`src/sv/assert_macros.svh`:
```
// assertion macros shared by the console writer modules
// expects clk_i and rst_ni in the module that uses them
`ifndef ASSERT_MACROS_SVH
`define ASSERT_MACROS_SVH

// property must hold at every clock edge outside reset
`define ASSERT_HOLDS(label, prop) \
  label: assert property (@(posedge clk_i) disable iff (!rst_ni) (prop)) \
    else $error("assertion failed");

// condition must never be true outside reset
`define ASSERT_NEVER(label, cond) \
  label: assert property (@(posedge clk_i) disable iff (!rst_ni) !(cond)) \
    else $error("forbidden condition seen");

`endif

```
`src/sv/ccs_pkg.sv`:
```
// types and constants of the text console writer
// used by ccs_ctrl, ccs_datapath and the top level; no dependencies
package ccs_pkg;

  // fixed field widths of the words
  localparam int ADDR_W    = 11;
  localparam int ROW_OUT_W = 5;
  localparam int COL_OUT_W = 7;
  localparam int CELL_W    = 16;

  // item kinds
  localparam logic KIND_PUT  = 1'b0;
  localparam logic KIND_READ = 1'b1;

  // character codes
  localparam logic [7:0] CH_BACKSPACE = 8'h08;
  localparam logic [7:0] CH_NEWLINE   = 8'h0A;
  localparam logic [7:0] CH_SPACE     = 8'h20;

  // cell written into the last row on scroll
  localparam logic [CELL_W-1:0] BLANK_CELL = 16'h0720;

  // input word
  typedef struct packed {
    logic              kind;
    logic [7:0]        char_code;
    logic [7:0]        color;
    logic [ADDR_W-1:0] cell_address;
  } item_t;

  // result word
  typedef struct packed {
    logic [ROW_OUT_W-1:0] cursor_row;
    logic [COL_OUT_W-1:0] cursor_col;
    logic [CELL_W-1:0]    cell_data;
    logic                 scrolled;
  } result_t;

  // commands from controller to datapath
  typedef struct packed {
    logic accept;    // take the item on the input port
    logic rd_done;   // capture read data into the result
    logic clear_wr;  // write zero at the sweep counter
    logic copy_rd;   // read one row below the sweep counter
    logic fill_wr;   // write blank cell at the sweep counter
    logic cnt_zero;  // sweep counter to zero
    logic cnt_fill;  // sweep counter to start of last row
  } cmd_t;

  // status from datapath to controller
  typedef struct packed {
    logic is_read;      // item on the port is a read
    logic will_scroll;  // item on the port is a put that scrolls
    logic cnt_last;     // sweep counter at the last cell
    logic cnt_copy_end; // sweep counter at the last copied cell
  } sts_t;

endpackage

```
`src/sv/ccs_ctrl.sv`:
```
// controller of the text console writer: clearing pass, item handling, scroll sweep
// depends on ccs_pkg and assert_macros.svh
`include "assert_macros.svh"

module ccs_ctrl (
  input  logic          clk_i,
  input  logic          rst_ni,
  input  logic          start,
  output logic          busy,
  output logic          done_o,
  output ccs_pkg::cmd_t cmd_o,
  input  ccs_pkg::sts_t sts_i
);

  typedef enum logic [5:0] {
    ST_CLEAR = 6'b000001,
    ST_IDLE  = 6'b000010,
    ST_READ  = 6'b000100,
    ST_COPY  = 6'b001000,
    ST_DRAIN = 6'b010000,
    ST_FILL  = 6'b100000
  } state_e;

  state_e state_q, state_d;
  logic   done_q, done_d;

  // next state and commands
  always_comb begin
    state_d = state_q;
    done_d  = 1'b0;
    cmd_o   = '0;
    unique case (state_q)
      ST_CLEAR: begin
        cmd_o.clear_wr = 1'b1;
        if (sts_i.cnt_last) begin
          cmd_o.cnt_zero = 1'b1;
          state_d        = ST_IDLE;
        end
      end
      ST_IDLE: begin
        if (start) begin
          cmd_o.accept = 1'b1;
          if (sts_i.is_read) begin
            state_d = ST_READ;
          end else if (sts_i.will_scroll) begin
            cmd_o.cnt_zero = 1'b1;
            state_d        = ST_COPY;
          end else begin
            done_d = 1'b1;
          end
        end
      end
      ST_READ: begin
        cmd_o.rd_done = 1'b1;
        done_d        = 1'b1;
        state_d       = ST_IDLE;
      end
      ST_COPY: begin
        cmd_o.copy_rd = 1'b1;
        if (sts_i.cnt_copy_end) begin
          state_d = ST_DRAIN;
        end
      end
      ST_DRAIN: begin
        // last copy write goes out this cycle
        cmd_o.cnt_fill = 1'b1;
        state_d        = ST_FILL;
      end
      ST_FILL: begin
        cmd_o.fill_wr = 1'b1;
        if (sts_i.cnt_last) begin
          cmd_o.cnt_zero = 1'b1;
          done_d         = 1'b1;
          state_d        = ST_IDLE;
        end
      end
      default: begin
        state_d = ST_IDLE;
      end
    endcase
  end

  // state and result strobe
  always_ff @(posedge clk_i or negedge rst_ni) begin
    if (!rst_ni) begin
      state_q <= ST_CLEAR;
      done_q  <= 1'b0;
    end else begin
      state_q <= state_d;
      done_q  <= done_d;
    end
  end

  assign busy   = (state_q != ST_IDLE);
  assign done_o = done_q;

  // checks
  `ASSERT_HOLDS(a_read_done_two, (start && !busy && sts_i.is_read) |=> ##1 done_q)
  `ASSERT_HOLDS(a_put_done_one,
                (start && !busy && !sts_i.is_read && !sts_i.will_scroll) |=> done_q)
  `ASSERT_NEVER(a_no_done_in_clear, (state_q == ST_CLEAR) && done_q)

endmodule

```
`config.mk`:
```
export PLATFORM = sky130hd
export DESIGN_NAME = ccs_ctrl
export DESIGN_NICKNAME = d
export VERILOG_FILES = /design/src/sv/ccs_pkg.sv /design/src/sv/ccs_ctrl.sv
export VERILOG_INCLUDE_DIRS = /design/src /design/src/sv
export SDC_FILE = /design/constraint.sdc
export NUM_CORES = 1
export LEC_CHECK = 0
export ABC_AREA = 1
export BUFFER_PORTS_ARGS = -buffer_cell sky130_fd_sc_hd__buf_4
export CAP_MARGIN = 20
export CORE_AREA = 3 3 40 42
export DETAILED_ROUTE_END_ITERATION = 12
export DIE_AREA = 0 0 43 45
export HOLD_SLACK_MARGIN = 0.05
export PLACE_DENSITY_LB_ADDON = 0.1
export SYNTH_ARGS = -nofsm -noshare
export SYNTH_HDL_FRONTEND = slang
export SYNTH_SLANG_ARGS = --single-unit
export TNS_END_PERCENT = 5
```
`constraint.sdc`:
```
create_clock -name clk_i -period 1.9 [get_ports clk_i]
set_clock_uncertainty 0.2 [all_clocks]
set_input_delay 0.285 -clock clk_i [delete_from_list [all_inputs] [get_ports clk_i]]
set_output_delay 0.285 -clock clk_i [all_outputs]
set_load 0.01 [all_outputs]
```
Yosys cells after proc, flatten, opt, wreduce, memory -nomap -nowiden
Index checks and enable logic that the tools add are counted.
- equal/unequal tests: 11
- multipliers: 0
- reductions and logical operators: 2
- div/mod/pow operators: 0
- mux-type cells: 22
- add/subtract/negate cells: 0
- bitwise logic cells: 0
- order comparisons: 0
- shifts and indexed selects: 0
- operator list (kind ; count):
    6-bit two-way mux ; 5
    6-bit one-hot mux with 4 select lines ; 1
    1-bit two-way mux ; 14
    6-bit by 1-bit == test with 1-bit output (second input constant) ; 1
    6-bit by 2-bit == test with 1-bit output (second input constant) ; 1
    6-bit by 3-bit == test with 1-bit output (second input constant) ; 1
    6-bit by 4-bit == test with 1-bit output (second input constant) ; 1
    6-bit by 5-bit == test with 1-bit output (second input constant) ; 1
    6-bit == test (second input constant) ; 1
    6-bit by 2-bit != test with 1-bit output (second input constant) ; 1
    2-bit != test (second input constant) ; 2
    4-bit AND reduction ; 1
    3-bit != test (second input constant) ; 1
    1-bit one-hot mux with 3 select lines ; 1
    2-bit by 1-bit != test with 1-bit output (second input constant) ; 1
    1-bit one-hot mux with 2 select lines ; 1
    2-bit OR reduction ; 1
- bits in read-only memories: 0
- memories kept: 0
- bits of input ports: 7
- bits in registers: 7
- bits in latches: 0
- logic and storage cells: 37
- memory bits (writable): 0

Logic depth before layout (Yosys ltp)
- depth after elaboration: 4
- gate-level depth with buffers: 8

Worst setup path before layout
OpenSTA, ideal clock, no wires.
- kind: flip-flop to output port
- start: register state_q[4]
- end: output cmd_o[1] (netlist bit)
- stages on the path, launching flop included: 6
- path slack: 0.422 ns
- arrival: 0.993 ns
- path through: dfrtp_1 -> nor2_4 -> nand3_4 -> nor2_1 -> nand3_1 -> nand2_1
- RTL lines (element ; line ; RTL):
    from (decl) ; ccs_ctrl.sv:24 ; state_e state_q, state_d;
    from (signal assigned) ; ccs_ctrl.sv:89 ; state_q <= state_d;
    to (decl) ; ccs_ctrl.sv:11 ; output ccs_pkg::cmd_t cmd_o,

==> parameters.txt <==
Parameter                              Value

STA
  Final cycle utilization of the critical path    between 90% and 100%
  Setup repair after global routing missed its margin    true
  Transition time at the pin with the least slew margin    roughly 0.21 ns
  Min Clock Period, post-route    1.85 ns
  Highest clock frequency the design can meet    540 MHz
  Minimum setup slack in the final design    slightly below 0.05 ns
  Final Hold Fails    0
  Number of pins exceeding their max-slew limit in the final report    0
  Final Setup Violations    0
  Headroom to the max-slew limit    86.3%

Floorplanning
  Floorplan Core Area    0.00128 mm^2
  Site Rows    13
  Die Y-Extent    about 45 um
  Starting density of the core    between 30 and 40%
  Count of pins on the block boundary    16
  Die boundary width    between 40 and 50 um
  Die area    ~0.0019 mm^2

Clock network
  Buffer type at the clock tree root    clkbuf_4
  Insertion delay to the later sink of the worst-skew pair    ~0.25 ns
  Clock tree from TritonCTS    done
  CTS H-tree lvls    1
  Clock sink count    7
  Clk slew on worst S/H paths    roughly 0.050 ns
  TritonCTS Buffers    3
  Clk buf depth    2

Critical path
  Critical path data arrival time    between 1 and 1.5 ns
  Delay-heaviest family, CP    flip-flops
  Worst-case register-to-register setup slack    0.41 ns
  Worst reg2reg path startpoint    state_q[5]$_DFFE_PN0P_
  Element type at the critical path end    output pin
  Worst path bufs/invs    2
  Max stage delay on crit path    approximately 0.56 ns
  Endpoint of the worst register-to-register path    state_q[5]$_DFFE_PN0P_
  Maximum fanout encountered on the critical timing path    3
  Library cell contributing the largest single delay on the critical path    dfstp_2
  Nature of the critical path startpoint    flop
  Critical path class    flop to output pin
  Worst R2R Path Depth    8
  Critical-path cell list    inv_2 > nor2_1 > nand3_1 > nand2_2 > nand2_1 > nand2_1 > buf_4
  Data required time at the worst endpoint    1.41 ns
  Most frequent cell on the critical path    nand2_1

Final layout
  Leading cell type in the layout, fill and taps excluded    buf_4
  Area added between synthesis and finish    38.9%
  Fin nets    92
  Share of post-route cells with drive strength above 1    between 40% and 50%
  Core utilization of the finished layout    51.1%
  Highest-count cells in the layout ignoring fill and taps    buf_4 (16), inv_1 (13), nor2_1 (9)
  Total inserted antenna cells    0

Global routing
  Initial antenna violation count    0
  Global route total overflow    0
  Largest net degree at the start of global routing    8
  Combined global-route utilization of all metal layers    10.8%
  First-pass GRT wire length    roughly 1.5 mm
  Vias in the first global route    ~390

Synthesis
  Synthesis warning total    0
  Post-synthesis net count    70
  Number of synthesized register bits    7
  Gate count of the mapped netlist    63
  Seq/Total Area, Yosys    approximately 37%
  Yosys top cell area share    a little under a third
  Count of distinct cell types in the synthesized netlist    15
  Cell types with the largest area share after synthesis    dfrtp_1 (32%), inv_1 (10%), nor2_4 (9.5%)
  Average cell area after synthesis    7.51 um^2
  Top cell type by total area after synthesis    dfrtp_1
  Netlist area before placement    473 um^2

Route
  Wire length per cell after detailed routing    ~9.7 um
  Wire length reported by the detailed router    around 960 um
  1st-pass router iterations    1
  Number of design rule violations left after detail routing    0
  Via count    about 440
  Remaining number of nets flagged by the antenna check after routing    0
  Initial drt markers    0
  Vias per Instance    about 4.5

Power
  Areal power density over the cells    approximately 1300 mW/mm^2
  Worst ir drop on vdd    0.547 mV
  Standby leakage power    approximately 0.38 nW

Outcome
  Outcome    finished clean

Min path
  Worst hold path stage count    4
  Min-delay worst type    primary input to flop
  Origin of the worst min-delay path    sts_i[0]
  Sink of the worst hold path    state_q[3]$_DFFE_PN0P_

Placement
  Half-perimeter wire length after detailed placement    ~790 um
  Dpl ws    about 0.31 ns
  Final Wtd Congestion    ~0.75
  Port Buf Inserts    15

Job
  Count of maximum capacitance violations    0
[what timing repair did]
action,in CTS,in global routing
hold buffers,1,0
setup buffers,0,1
setup endpoints to repair,0,1
resized for setup,0,3
endpoints found under the hold margin,7,0
[state kept, by name, summed over array words and instances (netlist names)]
signal   flops
done_o       1
state_q      6
[stage by stage]
step / instances / hold WS [ns] / instance area, um^2 / total power, mW / setup TNS, ns
floorplan: 63 / -0.211 / 473 / 0.544 / 0
global placement: 93 / -0.0982 / 604 / 0.684 / 0
detailed placement: 93 / -0.0983 / 604 / 0.681 / 0
CTS: 98 / 0.0779 / 641 / 0.820 / 0
global route: 99 / 0.102 / 657 / 0.903 / -0.00906
finish: 99 / 0.0848 / 657 / 0.836 / 0
[worst max-delay path by stage]
stage	startpoint	to	slack [ns]	depth (start not counted)
floorplan	state_q[4]$_DFFE_PN0P_	cmd_o[1]	0.42	5
global placement	state_q[0]$_DFFE_PN1P_	cmd_o[1]	0.28	7
detailed placement	state_q[2]$_DFFE_PN0P_	cmd_o[1]	0.31	6
CTS	state_q[0]$_DFFE_PN1P_	cmd_o[1]	0.03	7
global route	state_q[0]$_DFFE_PN1P_	cmd_o[1]	-0.009	7
finish	state_q[0]$_DFFE_PN1P_	cmd_o[1]	0.05	7
[area by class of cell]
class                           instances  area [um^2]
Fill cell                             132          628
Multi-Input combinational cell         41          248
Sequential cell                         7          178
Timing Repair Buffer                   17          130
Inverter                               15         56.3
Clock buffer                            4         26.3
Tap cell                               15         18.8
[logic make-up after synthesis]
family	synth area share (%)
compound gates	3.17
simple gates	47.6
buf+inv	11.9
flops	37.3
[Yosys cell counts]
| library cell | instances |
|---|---|
| nand2_1 | 8 |
| nand2_2 | 3 |
| nand3_4 | 1 |
| inv_2 | 2 |
| nor2_4 | 4 |
| nor2_2 | 4 |
| nand3_1 | 5 |
| nor2_1 | 10 |
| nand3_2 | 2 |
| dfrtp_1 | 6 |
| nand4_1 | 1 |
| dfstp_2 | 1 |
| a21oi_1 | 2 |
| o21ai_1 | 1 |
| inv_1 | 13 |
[routing by layer]
layer,track usage [%],up-vias,routed length [um]
met4,10.8,0,38
met1,12.8,193,405
met5,0,-,0
met2,16.5,16,443
met3,1.59,5,69
li1,-,230,-
[tightest hold or removal path: cells and delay by family]
kind / cells / cell delay [ns]
buffers and inverters: 2 / 0.13
and+or+nand+nor: 2 / 0.08
[power by group]
group	leakage, nW	switching (mW)	internal [mW]	total, mW
registers	0.0879	0.0415	0.193	0.234
clock network	0.0150	0.0547	0.0801	0.135
logic	0.277	0.270	0.196	0.466
(Power assumes the default switching activity.)
